--- src/sv/rpi_pkg.sv ---
package rpi_pkg;

	// table geometry
	localparam int MAX_POINTS = 1024;
	localparam int AW         = $clog2(MAX_POINTS);
	localparam int CNT_W      = $clog2(MAX_POINTS + 1);
	localparam int PC_W       = 11;
	localparam int CMP_W      = (CNT_W > PC_W) ? CNT_W : PC_W;

	// field widths
	localparam int IDX_W  = 10;
	localparam int RAD_W  = 32;
	localparam int Q_W    = 48;
	localparam int NQ     = 4;
	localparam int ROW_W  = NQ * Q_W;
	localparam int W_W    = 16;

	// input tdata layout, lowest bit first
	localparam int IN_IDX_LSB   = 0;
	localparam int IN_RAD_LSB   = IN_IDX_LSB + IDX_W;
	localparam int IN_ROW_LSB   = IN_RAD_LSB + RAD_W;
	localparam int IN_QRAD_LSB  = IN_ROW_LSB + ROW_W;
	localparam int IN_USED_W    = IN_QRAD_LSB + RAD_W;
	localparam int IN_TDATA_W   = ((IN_USED_W + 7) / 8) * 8;
	localparam int OUT_TDATA_W  = ROW_W;

	localparam logic OP_WRITE = 1'b0;
	localparam logic OP_QUERY = 1'b1;

	// defaults for an empty table, Q31.16
	localparam logic [Q_W-1:0] DEF_DENSITY     = 48'd65536;
	localparam logic [Q_W-1:0] DEF_TEMPERATURE = 48'd65536000000000;
	localparam logic [Q_W-1:0] DEF_FRACTION    = 48'd32768;
	localparam logic [Q_W-1:0] DEF_VELOCITY    = 48'd0;

	typedef enum logic [1:0] {
		REGION_EMPTY  = 2'd0,
		REGION_BELOW  = 2'd1,
		REGION_ABOVE  = 2'd2,
		REGION_INTERP = 2'd3
	} region_t;

	typedef enum logic [1:0] {
		SRC_DEFAULT,
		SRC_ENTRY,
		SRC_BLEND
	} src_t;

	typedef enum logic [3:0] {
		ST_IDLE,
		ST_FIRST,
		ST_FIRST_CHK,
		ST_LAST,
		ST_LAST_CHK,
		ST_PROBE,
		ST_PROBE_CHK,
		ST_DIV_START,
		ST_QLO,
		ST_QHI,
		ST_DIV_WAIT,
		ST_BLEND,
		ST_ENT_RD,
		ST_RESULT
	} state_t;

endpackage

--- src/sv/rpi_div.sv ---
// restoring divider, one quotient bit per cycle; needs num < den
module rpi_div (
	input  logic                       clk,
	input  logic                       arst_n,
	input  logic                       start,
	input  logic [rpi_pkg::RAD_W-1:0]  num,
	input  logic [rpi_pkg::RAD_W-1:0]  den,
	output logic                       done,
	output logic [rpi_pkg::W_W-1:0]    quot
);

	localparam int CW = $clog2(rpi_pkg::W_W);

	logic                      busy_q;
	logic [CW-1:0]             cnt_q;
	logic [rpi_pkg::RAD_W-1:0] rem_q;
	logic [rpi_pkg::RAD_W-1:0] den_q;
	logic [rpi_pkg::W_W-1:0]   quot_q;
	logic [rpi_pkg::RAD_W:0]   rem_sh;
	logic [rpi_pkg::RAD_W+1:0] trial;

	assign rem_sh = {rem_q, 1'b0};
	assign trial  = {1'b0, rem_sh} - {2'b00, den_q};

	always_ff @(posedge clk or negedge arst_n) begin
		if (!arst_n) begin
			busy_q <= 1'b0;
			cnt_q  <= '0;
		end else if (start) begin
			busy_q <= 1'b1;
			cnt_q  <= '0;
		end else if (busy_q) begin
			cnt_q <= cnt_q + CW'(1);
			if (cnt_q == CW'(rpi_pkg::W_W - 1)) begin
				busy_q <= 1'b0;
			end
		end
	end

	always_ff @(posedge clk) begin
		if (start) begin
			rem_q  <= num;
			den_q  <= den;
			quot_q <= '0;
		end else if (busy_q) begin
			if (!trial[rpi_pkg::RAD_W+1]) begin
				rem_q  <= trial[rpi_pkg::RAD_W-1:0];
				quot_q <= {quot_q[rpi_pkg::W_W-2:0], 1'b1};
			end else begin
				rem_q  <= rem_sh[rpi_pkg::RAD_W-1:0];
				quot_q <= {quot_q[rpi_pkg::W_W-2:0], 1'b0};
			end
		end
	end

	assign done = !busy_q;
	assign quot = quot_q;

endmodule

--- config.mk ---
export PLATFORM = sky130hd
export DESIGN_NAME = rpi_div
export DESIGN_NICKNAME = d
export VERILOG_FILES = /design/src/sv/rpi_pkg.sv /design/src/sv/rpi_div.sv
export SDC_FILE = /design/constraint.sdc
export NUM_CORES = 1
export LEC_CHECK = 0
export CORE_ASPECT_RATIO = 1.25
export CORE_UTILIZATION = 45
export DETAILED_ROUTE_END_ITERATION = 10
export DONT_BUFFER_PORTS = 1
export PLACE_DENSITY = 0.65
export SYNTH_ARGS = -nofsm -noshare
export SYNTH_HDL_FRONTEND = slang
export SYNTH_SLANG_ARGS = --single-unit
export TNS_END_PERCENT = 20
--- constraint.sdc ---
create_clock -name clk -period 3 [get_ports clk]
set_clock_uncertainty 0.1 [all_clocks]
set_input_delay 0.45 -clock clk [delete_from_list [all_inputs] [get_ports clk]]
set_output_delay 0.45 -clock clk [all_outputs]
set_load 0.005 [all_outputs]
== After elaboration in Yosys (flattened, before gate mapping) ==
Index checks and enable logic that the tools add are counted.

* Output and inout bits: 17
* Word-level logic and storage cells: 19
* Register bits after elaboration: 85
* Bits of input ports: 67

* Reductions and logical operators: 2
* Equality and inequality tests: 1
* Multiplexer cells: 9
* Add/subtract/negate cells: 2

{| class="wikitable"
|+ Operator list
! cell !! number
|-
| two-way mux 32 bit || 3
|-
| subtractor 33 x 32 -> 34 bit || 1
|-
| two-way mux 4 bit || 2
|-
| adder 4 x 1 -> 4 bit, second input constant || 1
|-
| == test 4 bit, second input constant || 1
|-
| two-way mux 1 bit || 4
|-
| nonzero test 2 bit || 1
|-
| logical NOT 1 bit || 1
|}

== Depth between registers and ports, before layout ==
* Word-level depth: 4
* Depth in mapped cells: 13
* Mapped depth without buffers: 11

== Least setup slack after synthesis ==
Ideal clock, no wire load.

* Path type: flip-flop to flip-flop
* Start: reg rem_q[0] in the netlist's numbering
* End: reg rem_q[11] in the netlist's numbering (data pin)
* Arrival time: 2857 ps
* Period minus slack after synthesis: 3217 ps
* Stages on the path, launching flop included: 12
* Path buffers: 1
* Setup slack: -217 ps
* Cells stage by stage: edfxtp_1 -> ha_1 -> nor2b_1 -> o2111a_1 -> o21a_1 -> a211o_1 -> a21o_1 -> a21oi_4 -> o21ai_4 -> buf_6 -> mux2_4 -> mux2_2

* Word-level cells in the longest chain between the ends: 4

{| class="wikitable"
|+ RTL lines
! item !! RTL line !! RTL
|-
| from (decl) || rpi_div.sv:16 || <nowiki>logic [rpi_pkg::RAD_W-1:0] rem_q;</nowiki>
|-
| from (signal assigned) || rpi_div.sv:42 || <nowiki>rem_q <= num;</nowiki>
|-
| from (signal assigned) || rpi_div.sv:47 || <nowiki>rem_q <= trial[rpi_pkg::RAD_W-1:0];</nowiki>
|-
| from (signal assigned) || rpi_div.sv:50 || <nowiki>rem_q <= rem_sh[rpi_pkg::RAD_W-1:0];</nowiki>
|-
| subtractor 33 x 32 -> 34 bit || rpi_div.sv:23 || <nowiki>assign trial = {1'b0, rem_sh} - {2'b00, den_q};</nowiki>
|-
| two-way mux 32 bit || rpi_div.sv:46 || <nowiki>if (!trial[rpi_pkg::RAD_W+1]) begin</nowiki>
|-
| two-way mux 32 bit || rpi_div.sv:45 || <nowiki>end else if (busy_q) begin</nowiki>
|-
| two-way mux 32 bit || rpi_div.sv:41 || <nowiki>if (start) begin</nowiki>
|}

Every way passes these cells. The select of a mux whose other input is x is not followed.
A chain may end at the register's enable or synchronous reset.

== Worst setup path in the final report ==
* Start: reg den_q[1] in the netlist's numbering
* End: reg rem_q[17] in the netlist's numbering (data pin)

* Word-level cells in the longest chain between the ends: 4

{| class="wikitable"
|+ RTL lines
! item !! RTL line !! RTL
|-
| from (decl) || rpi_div.sv:17 || <nowiki>logic [rpi_pkg::RAD_W-1:0] den_q;</nowiki>
|-
| from (signal assigned) || rpi_div.sv:43 || <nowiki>den_q <= den;</nowiki>
|-
| subtractor 33 x 32 -> 34 bit || rpi_div.sv:23 ||
|-
| two-way mux 32 bit || rpi_div.sv:46 ||
|-
| two-way mux 32 bit || rpi_div.sv:45 ||
|-
| two-way mux 32 bit || rpi_div.sv:41 ||
|}

Every way passes these cells. The select of a mux whose other input is x is not followed.

==> metrics <==
via count=~3700; DRT iter0 DRCs=151; origin of the critical flop-to-flop path=den_q[1]; Final period util=104%; nets@finish=628; Pre-antenna DRT Iters=7; top cells by count, synth=edfxtp_1 (64), inv_1 (36), ha_1 (32), nor2_1 (31), a21oi_1 (29); # setup viols final=20; largest net degree at the start of global routing=between 100 and 150; worst min path class=in2reg; die span in y=122 microns; Hold Path Origin=den[23]; hold_ws=99.4 ps; IO Pins=84; CTS tree=done; P per Cell Area=1110 mW/mm^2; Slew @ Worst Pin=856 ps; vias in the first global route=~3900; Design Area, Final=~0.0062 sq mm; htree depth=3; switching share of power=35.2%; Clk Latency, worst-skew pair=340 ps; antenna violations before repair=0; Crit path largest cell delay=370 ps; Reg2Reg Depth=12; failing checks=design-rule violations, negative setup slack; Critical Path Slowest Stage Cell=edfxtp_1; top cell type's share of synthesized area=36.8%; FF-to-FF End=rem_q[17]; Leak Pwr=approximately 0.0028 uW; cell chain of the critical path=inv_2 > ha_1 > nor2b_4 > o2111a_1 > o21a_1 > a211o_1 > a21o_1 > a21oi_4 > o21ai_4 > buf_12 > mux2_4 > mux2_2; CP delay by family, top=compound AO/OA/AOI/OAI gates; remaining antenna violation count after routing=0; Simple-Gate Fraction of Synth Area=a little under a tenth; Core ar.=0.0112 sq mm; post-detail-place hpwl=between 8 and 9 mm; Design Power=6870 uW; clock root buffer=clkbuf_16; Synth area leader=edfxtp_1; Max Clk Rate=about 320 MHz; Synth Area in Compound Gates=about 15%; P_int=~4500 uW; final hold violations=0; Syn Area/Cell=around 11 sq um; final design utilization=55.4%; worst path buffer plus inverter count=2; RSZ-0062 raised after global routing=true; CTS Buffer Depth=2; vias per cell=5.56; min Tclk post-route=about 3100 ps; critical path endpoint category=register; die area=0.0121 sq mm; max_cap viols=0; Reg2Reg Setup Slack=-130 ps; Post-Synth Adder-Cell Area=8.04%; dominant synthesized flop cell=edfxtp_1; RePlAce Congestion=0.913; Mapped Cells=~480; status=finished with violations; Slew HR=42.9%; TritonCTS Buffers=9; IR drop worst, VDD=about 380 uV; Post-Synth XOR/XNOR Area=between 5 and 6%; area delta synth->final=18.6%; Yosys cell types=between 50 and 60; Startpoint Class=register; wire length per cell=16.9 microns; sequential fraction of the synthesis area=45.3%; Detailed Route WL=11.3 mm; grt ovf=0; Comb pwr share=58.0%; cell with the most instances after synthesis=edfxtp_1; EDFF count, synth=64; GR Util All Layers=between 10% and 20%; mapped cell area=0.00523 sq mm; Sink Count=85; max-slew violation count=0; Async SR Flop Fraction=under 10%; Die W=roughly 98 microns; first-pass GRT wire length=18.3 mm; hold depth=0; Port-buffer cells=0; final worst setup slack=-130 ps; #FFs+latches synth=85; ANT cells=0; Required @ worst endpoint=approximately 3000 ps; Post-Syn Nets=577; WS Path Type=reg2reg; Worst-path clk slew=roughly 60 ps; Worst Hold End=den_q[23]; Clk pwr share=15.5%; share of post-route cells with drive strength above 1=25.5%; setup TNS=-1910 ps; Seq pwr share=26.5%; crit path max fanout=14; YS warnings=0; Synth area leaders=edfxtp_1 (37%), ha_1 (7.7%), dfxtp_1 (6.1%); dpl cell area=0.00575 sq mm; largest family of logic cells by synthesized area=compound AO/OA/AOI/OAI gates; Starting Density=46.7%; post-synthesis mux area share=13.1%; Crit path arrival time=between 3000 and 4000 ps; Row Count=between 40 and 50; Net Sw Power=between 2000 and 2500 uW; # DRC=4
[cell usage in the layout, fill, tap and decap left out, types with 5 or more instances in the layout]
master     instances
a21oi_1           27
ha_4               5
xor2_1            13
o21ai_0           15
nand3_1            9
buf_4             57
inv_1             35
o21a_1             6
nand2_1           27
mux2_2            26
xnor2_1           17
ha_1              27
edfxtp_1          64
nor2_1            31
nand4_1            5
clkbuf_16         10
a21o_1            18
mux2i_1           20
dfrtp_1            5
dfxtp_1           16
mux2_4            12
o21ai_1            6
[layout make-up]
cell class,count,area (sq um)
timing repair buffer,62,500
tap,135,169
multi-input combinational,334,2750
clock buffer,13,262
sequential,85,2370
clock inverter,3,17.5
fill,974,4990
inverter,36,135
[kinds of logic after synthesis]
group,count (synthesis)
buf+inv,58
fa+ha+maj,33
compound gates,113
xor+xnor,30
mux,59
simple gates,99
flops,85
[per-stage QoR]
stage	worst slack, ps	instances
4_1_cts	-154	667
2_1_floorplan	-153	477
6_report	-130	668
3_3_place_gp	-189	646
5_1_grt	-294	668
3_5_place_dp	-200	646
[what timing repair did]
| action | in CTS | in global routing |
|---|---|---|
| hold buffers | 1 | 0 |
| resized for setup | 14 | 14 |
| pin swaps | 10 | 3 |
| endpoints found under the hold margin | 5 | 0 |
| endpoints found under the setup margin | 26 | 31 |
| setup buffers | 4 | 1 |
[power by group through the flow]
stage | clock network (uW) | registers, uW | logic [uW]
after floorplan | 0 | 1760 | 2660
after global placement | 0 | 1810 | 3700
after detailed placement | 0 | 1810 | 3760
after CTS | 1090 | 1810 | 3890
after global routing | 1140 | 1850 | 4370
final | 1070 | 1820 | 3980
[worst max-delay path by stage]
stage	slack (ps)	from	to	depth (start not counted)
2_1_floorplan	-150	rem_q[0]	rem_q[11]	11
3_3_place_gp	-190	rem_q[10]	rem_q[28]	12
3_5_place_dp	-200	rem_q[6]	rem_q[28]	10
4_1_cts	-150	rem_q[0]	rem_q[17]	11
5_1_grt	-290	rem_q[2]	rem_q[26]	12
6_report	-130	den_q[1]	rem_q[17]	12
[state kept, by name, indices dropped and copies added, names as in the netlist]
register,count
quot,16
busy_q,1
den_q,32
cnt_q,4
rem_q,32
[layer usage]
layer / vias up / track usage (%) / wire length (microns)
met5: - / 0 / 0
met4: 0 / 7.65 / 295
met3: 23 / 6.26 / 617
li1: 1849 / - / -
met2: 87 / 34.5 / 5530
met1: 1756 / 22.1 / 4830
Note: power is estimated with default switching activity, not from simulation.
