[src/sv/rpi_pkg.sv]
package rpi_pkg;

	// table geometry
	localparam int MAX_POINTS = 1024;
	localparam int AW         = $clog2(MAX_POINTS);
	localparam int CNT_W      = $clog2(MAX_POINTS + 1);
	localparam int PC_W       = 11;
	localparam int CMP_W      = (CNT_W > PC_W) ? CNT_W : PC_W;

	// field widths
	localparam int IDX_W  = 10;
	localparam int RAD_W  = 32;
	localparam int Q_W    = 48;
	localparam int NQ     = 4;
	localparam int ROW_W  = NQ * Q_W;
	localparam int W_W    = 16;

	// input tdata layout, lowest bit first
	localparam int IN_IDX_LSB   = 0;
	localparam int IN_RAD_LSB   = IN_IDX_LSB + IDX_W;
	localparam int IN_ROW_LSB   = IN_RAD_LSB + RAD_W;
	localparam int IN_QRAD_LSB  = IN_ROW_LSB + ROW_W;
	localparam int IN_USED_W    = IN_QRAD_LSB + RAD_W;
	localparam int IN_TDATA_W   = ((IN_USED_W + 7) / 8) * 8;
	localparam int OUT_TDATA_W  = ROW_W;

	localparam logic OP_WRITE = 1'b0;
	localparam logic OP_QUERY = 1'b1;

	// defaults for an empty table, Q31.16
	localparam logic [Q_W-1:0] DEF_DENSITY     = 48'd65536;
	localparam logic [Q_W-1:0] DEF_TEMPERATURE = 48'd65536000000000;
	localparam logic [Q_W-1:0] DEF_FRACTION    = 48'd32768;
	localparam logic [Q_W-1:0] DEF_VELOCITY    = 48'd0;

	typedef enum logic [1:0] {
		REGION_EMPTY  = 2'd0,
		REGION_BELOW  = 2'd1,
		REGION_ABOVE  = 2'd2,
		REGION_INTERP = 2'd3
	} region_t;

	typedef enum logic [1:0] {
		SRC_DEFAULT,
		SRC_ENTRY,
		SRC_BLEND
	} src_t;

	typedef enum logic [3:0] {
		ST_IDLE,
		ST_FIRST,
		ST_FIRST_CHK,
		ST_LAST,
		ST_LAST_CHK,
		ST_PROBE,
		ST_PROBE_CHK,
		ST_DIV_START,
		ST_QLO,
		ST_QHI,
		ST_DIV_WAIT,
		ST_BLEND,
		ST_ENT_RD,
		ST_RESULT
	} state_t;

endpackage

[src/sv/rpi_blend.sv]
// lo + floor(w * (hi - lo) / 2^16), four stages, product split at bit 25
module rpi_blend (
	input  logic                     clk,
	input  logic                     arst_n,
	input  logic                     valid_in,
	input  logic [rpi_pkg::W_W-1:0]  w,
	input  logic [rpi_pkg::Q_W-1:0]  lo,
	input  logic [rpi_pkg::Q_W-1:0]  hi,
	output logic                     valid_out,
	output logic [rpi_pkg::Q_W-1:0]  res
);

	localparam int DW = rpi_pkg::Q_W + 1;
	localparam int SPLIT = 25;
	localparam int PW = rpi_pkg::W_W + SPLIT;
	localparam int FW = 2 * rpi_pkg::Q_W + 1 - rpi_pkg::W_W + 16;

	logic v_s1, v_s2, v_s3, v_s4;

	logic [DW-1:0]              d_s1;
	logic [rpi_pkg::Q_W-1:0]    lo_s1, lo_s2, lo_s3;
	logic [rpi_pkg::W_W-1:0]    w_s1;
	logic [PW-1:0]              pl_s2;
	logic signed [PW-1:0]       ph_s2;
	logic [64:0]                prod_s3;
	logic [rpi_pkg::Q_W-1:0]    res_s4;

	always_ff @(posedge clk or negedge arst_n) begin
		if (!arst_n) begin
			v_s1 <= 1'b0;
			v_s2 <= 1'b0;
			v_s3 <= 1'b0;
			v_s4 <= 1'b0;
		end else begin
			v_s1 <= valid_in;
			v_s2 <= v_s1;
			v_s3 <= v_s2;
			v_s4 <= v_s3;
		end
	end

	always_ff @(posedge clk) begin
		if (valid_in) begin
			d_s1  <= {hi[rpi_pkg::Q_W-1], hi} - {lo[rpi_pkg::Q_W-1], lo};
			lo_s1 <= lo;
			w_s1  <= w;
		end
		if (v_s1) begin
			pl_s2 <= PW'(w_s1 * d_s1[SPLIT-1:0]);
			ph_s2 <= $signed({1'b0, w_s1}) * $signed(d_s1[DW-1:SPLIT]);
			lo_s2 <= lo_s1;
		end
		if (v_s2) begin
			prod_s3 <= ({{(65-PW){ph_s2[PW-1]}}, ph_s2} << SPLIT) + {{(65-PW){1'b0}}, pl_s2};
			lo_s3   <= lo_s2;
		end
		if (v_s3) begin
			res_s4 <= lo_s3 + prod_s3[63:16];
		end
	end

	assign valid_out = v_s4;
	assign res       = res_s4;

endmodule

[config.mk]
export PLATFORM = sky130hd
export DESIGN_NAME = rpi_blend
export DESIGN_NICKNAME = d
export VERILOG_FILES = /design/src/sv/rpi_pkg.sv /design/src/sv/rpi_blend.sv
export SDC_FILE = /design/constraint.sdc
export NUM_CORES = 2
export LEC_CHECK = 0
export BUFFER_PORTS_ARGS = -buffer_cell sky130_fd_sc_hd__buf_2
export CAP_MARGIN = 20
export CORE_MARGIN = 10
export CORE_UTILIZATION = 25
export CTS_CLUSTER_SIZE = 14
export DETAILED_ROUTE_END_ITERATION = 6
export SLEW_MARGIN = 20
export SYNTH_ARGS = -nofsm -noshare
export SYNTH_HDL_FRONTEND = slang
export SYNTH_SLANG_ARGS = --single-unit
[constraint.sdc]
create_clock -name clk -period 7.2 [get_ports clk]
set_clock_uncertainty 0.2 [all_clocks]
set_input_delay 2.16 -clock clk [delete_from_list [all_inputs] [get_ports clk]]
set_output_delay 2.16 -clock clk [all_outputs]
set_load 0.02 [all_outputs]
# After elaboration in Yosys (flattened, before gate mapping)
# Cells that the tools add are included.
# classes
reduce_logical	0
magnitude_cmp	0
mul	2
bitwise_logic	0
n_eq_ne	0
muxes	0
n_addsub	3
div_mod_pow	0
n_shift	0
# ops
cell	n
$add A64 B41 Y64	1
$sub A48 B48 Y49	1
$add A48 B48 Y48	1
$mul A16 B25 Y41	1
$mul A17 B24 Y39	1
# totals
mem_bits_rw	0
output_inout_bits	49
elab_cells	18
n_memories	0
input_bits	115
rom_bits	0
reg_bits	405
latchBits	0

# Logic depth before layout (Yosys ltp)
# logic_depth
ltp_word	1
mapped_depth	25
ltp_nobuf	24

# Worst setup path after synthesis
# No wires, ideal clock.
# synth_path
path_kind	register to register
from	reg w_s1[3] (netlist bit)
to	reg pl_s2[40], data pin
required_ps	6730
period_less_slack_ps	6702
arrival_time_ps	6232
path_buffers	2
setup_slack_ps	498
path_stages_with_launch	24
cell_sequence	edfxtp_1 clkbuf_1 clkbuf_1 nand2_1 fa_1 fa_1 fa_1 inv_1 fa_1 fa_1 inv_1 fa_1 inv_1 ha_1 a21o_1 a21o_1 a21oi_1 nor2_1 a211oi_1 a21boi_1 a31o_2 a211o_1 a2111oi_0 nor3b_1
# synth_via
elab_chain_len	1
# synth_lines
element	line_no	rtl
start, declared	rpi_blend.sv:22	logic [rpi_pkg::W_W-1:0] w_s1;
start signal, assigned	rpi_blend.sv:46	w_s1 <= w;
$mul A16 B25 Y41	rpi_blend.sv:49	pl_s2 <= PW'(w_s1 * d_s1[SPLIT-1:0]);
end signal, assigned	rpi_blend.sv:49	
end, declared	rpi_blend.sv:23	logic [PW-1:0] pl_s2;
# No other way between the ends.
# A chain may end at the register's enable or synchronous reset.

# Final worst setup path
# layout_path
from	reg w_s1[5] (netlist bit)
to	reg ph_s2[37], data pin
# layout_via
elab_chain_len	1
# layout_lines
element	line_no	rtl
$mul A17 B24 Y39	rpi_blend.sv:50	ph_s2 <= $signed({1'b0, w_s1}) * $signed(d_s1[DW-1:SPLIT]);
end signal, assigned	rpi_blend.sv:50	
end, declared	rpi_blend.sv:24	logic signed [PW-1:0] ph_s2;
# No other way between the ends.

==> results.yml <==
grt:
  antenna_found_initial: 9
  grt_pass1_vias: 31576
  grt_use_total: 0.123
  grt_pass1_wl_um: 184000
  gr-total-overflow: 0
  grt_max_degree: 80
hold_path:
  hold_class: "flip-flop to flip-flop"
floorplan:
  chipWidth_um: 435
  fp-row-count: 152
  ioPinCount: 164
  die_h_um: 435
  die_area_mm2: 0.190
  coreArea_mm2: 0.172
  start_util: 0.252
logic_synthesis:
  ys_seq_elements: 373
  synth.distinct_cells: 84
  yosys_warnings: 0
  synth_top_area_cell: "fa_1"
  synth_top_area_frac: 0.319
  synth_nets: 5361
  synthCells: 4242
  synth_edf_count: 369
  syn_avg_cell_area_um2: 10.2
  synthArstFlopShare: 0.0107
  syn-cell-area_mm2: 0.0432
  synthTopCellsByArea: "fa_1 (32%), edfxtp_1 (26%), ha_1 (9.2%), inv_1 (8.1%), nand2_1 (4.8%)"
  synth_flop_cell: "edfxtp_1"
  yosysSeqAreaShare: 0.259
drt:
  dr.pass1.iters: 5
  routedWlPerCell_um: 17.4
  ant_nets: 0
  first_iter_violations: 1666
  drcViolationCount: 0
  viasPerCell: 4.33
  num_vias: 29409
  routed_wl_um: 118000
timing:
  setup_tns_ns: 0
  fin_crit_ns: 6.94
  worst_pin_slew_ns: 0.917
  rsz0062_at_grt: "no"
  hold_violations: 0
  setup_viol: 0
  drv_slew: 0
  fin_crit_sh: 0.964
  fmax_ghz: 0.144
  slew-limit-headroom: 0.389
critical_path:
  slowest_delay_ns: 0.53
  worstSetupPathType: "flip-flop to flip-flop"
  cpMostUsedCell: "fa_1"
  cp.arrival_ns: 7.08
  required_ns: 7.34
  crit_path_max_fanout: 34
  cp-end-kind: "flip-flop"
  crit_path_start_kind: "flip-flop"
  slowest_stage: "fa_1"
placed_design:
  dp_cells: 6709
  hpwl_um: 95500
  port_buffers: 163
  gp_congestion: 0.873
clock_tree:
  clockBufferDepth: 3
  numCtsBuffers: 43
  cts_hold_buf: 0
  clk_pin_slew_worst_paths_ns: 0.06
  cts_root_buf: "clkbuf_16"
  h-tree-depth: 2
  cts_tree: "built"
  clock_latency_ns: 0.63
  cts.sinks: 373
layout:
  finalNetCount: 5572
  drive_gt1_frac: 0.0952
  syn_to_final_growth_pct: 14.1
  final_cells: 6797
outcome:
  status: "completed"
job:
  drv_cap: 0
[worst paths after layout]
kind	startpoint	end	slack (ns)	cells past startpoint
hold reg to reg	lo_s1[34]$_DFFE_PP_	lo_s2[34]$_DFFE_PP_	0.21	0
setup / recovery	w_s1[5]$_DFFE_PP_	ph_s2[37]$_DFFE_PP_	0.26	25
min in group asynchronous	arst_n	v_s2$_DFF_PN0_	1.12	1
hold / removal	lo_s1[34]$_DFFE_PP_	lo_s2[34]$_DFFE_PP_	0.21	0
max in group asynchronous	arst_n	v_s1$_DFF_PN0_	5.50	1
setup reg to reg	w_s1[5]$_DFFE_PP_	ph_s2[37]$_DFFE_PP_	0.26	25
[synthesized netlist by cell type, types with 3 or more instances]
| library cell | n |
|---|---|
| or3_1 | 8 |
| and3_2 | 3 |
| or2_2 | 5 |
| a41oi_1 | 4 |
| o31a_1 | 3 |
| nor3b_1 | 3 |
| o21ai_1 | 6 |
| o221ai_1 | 3 |
| nand4_1 | 13 |
| edfxtp_1 | 369 |
| a21oi_1 | 135 |
| o21ai_2 | 5 |
| dfrtp_1 | 4 |
| xnor2_1 | 123 |
| nand2_1 | 557 |
| clkbuf_1 | 139 |
| nor2b_1 | 32 |
| a31oi_1 | 12 |
| a311oi_1 | 5 |
| and4_1 | 8 |
| ha_1 | 317 |
| fa_1 | 687 |
| a31o_2 | 4 |
| a21boi_1 | 3 |
| a2111oi_0 | 3 |
| a211oi_1 | 10 |
| nor2_1 | 98 |
| o211ai_1 | 7 |
| a211o_1 | 4 |
| xor2_1 | 60 |
| a221oi_1 | 5 |
| o21bai_1 | 20 |
| nor4_1 | 3 |
| and3_1 | 24 |
| o21a_1 | 27 |
| nand2b_1 | 24 |
| and2_1 | 307 |
| inv_1 | 931 |
| nor3_1 | 20 |
| a21boi_0 | 7 |
| nand3_1 | 33 |
| a21o_1 | 64 |
| o21ai_0 | 86 |
| o31ai_1 | 6 |
[logic make-up (layout without fill, tap and decap cells)]
family                   after synthesis  after routing  synth area share
AO/OA/AOI/OAI                        455            455            0.0700
XOR/XNOR                             183            183            0.0371
adder cells (fa/ha/maj)             1004           1004             0.411
buffers and inverters               1076           1319            0.0940
flip-flops                           373            373             0.259
multiplexers                           3              3          0.000725
other                                  0              2                 0
AND/OR/NAND/NOR                     1148           1148             0.128
[worst max-delay path, delay by kind of cell, from the launching register on]
family	cells	cell delay [ns]
adder cells (fa/ha/maj)	7	3.23
XOR/XNOR	1	0.10
flip-flops	1	0.41
AO/OA/AOI/OAI	9	1.77
AND/OR/NAND/NOR	1	0.17
buffers and inverters	7	0.75
[sequential cells by signal (all words and copies together), names as in the netlist]
name	count
w_s1	16
lo_s3	48
lo_s1	48
pl_s2	25
v_s1	1
prod_s3	48
ph_s2	39
valid_out	1
d_s1	49
v_s2	1
lo_s2	48
v_s3	1
res	48
[placed cells by master (no fill, tap or decap), drive strengths merged, types with 6 or more instances in the layout]
cell type  synthesis  layout
o211ai             8       8
o31ai              7       7
clkbuf           141      51
a221oi             6       6
a21boi            10      10
nor3              20      20
edfxtp           369     369
fa               687     687
a21oi            136     136
and4               9       9
inv              931     937
o21ai             97      97
nand4             13      13
and3              28      28
clkinv             0      10
buf                4     309
o21a              27      27
a2111oi            7       7
a311oi             6       6
nor2b             32      32
a41oi              6       6
a31oi             13      13
nand2            557     557
a21o              64      64
xor2              60      60
or3                8       8
bufinv             0       8
nand3             33      33
xnor2            123     123
and2             308     308
nand2b            24      24
o21bai            20      20
a211oi            11      11
ha               317     317
nor2              98      98
[area by class of cell]
type,instances,area [um2]
inverters,931,3490
fillers,17961,122000
diodes,2,5.00
flip-flops and latches,373,11200
well taps,2310,2890
clock buffers,49,1100
clock inverters,28,374
repair buffers,311,2230
multi-input cells,2793,28000
[layer usage]
metal	vias up	routed length, um	GRT usage
li1	13636	-	-
met1	14906	50600	0.158
met2	709	59000	0.217
met3	150	5370	0.0150
met4	8	2960	0.0321
met5	-	45	0
[through the flow]
stage	hold WS (ns)	setup WS (ns)	utilization	area, um2
after detailed placement	0.205	0.117	0.278	47600
after floorplan	0.200	0.498	-	43200
after global routing	0.223	0.0150	0.287	49200
final	0.213	0.257	0.287	49300
after global placement	0.202	0.175	0.278	47600
after CTS	0.213	0.0638	0.286	49100
[repair_timing]
action	in CTS	in global routing
hold endpoints to repair	0	0
gates resized for setup	0	14
setup endpoints to repair	0	11
buffers inserted	0	7
Power is not shown: default switching activity piles up to over one toggle a cycle in this logic, so the estimate is an artifact.
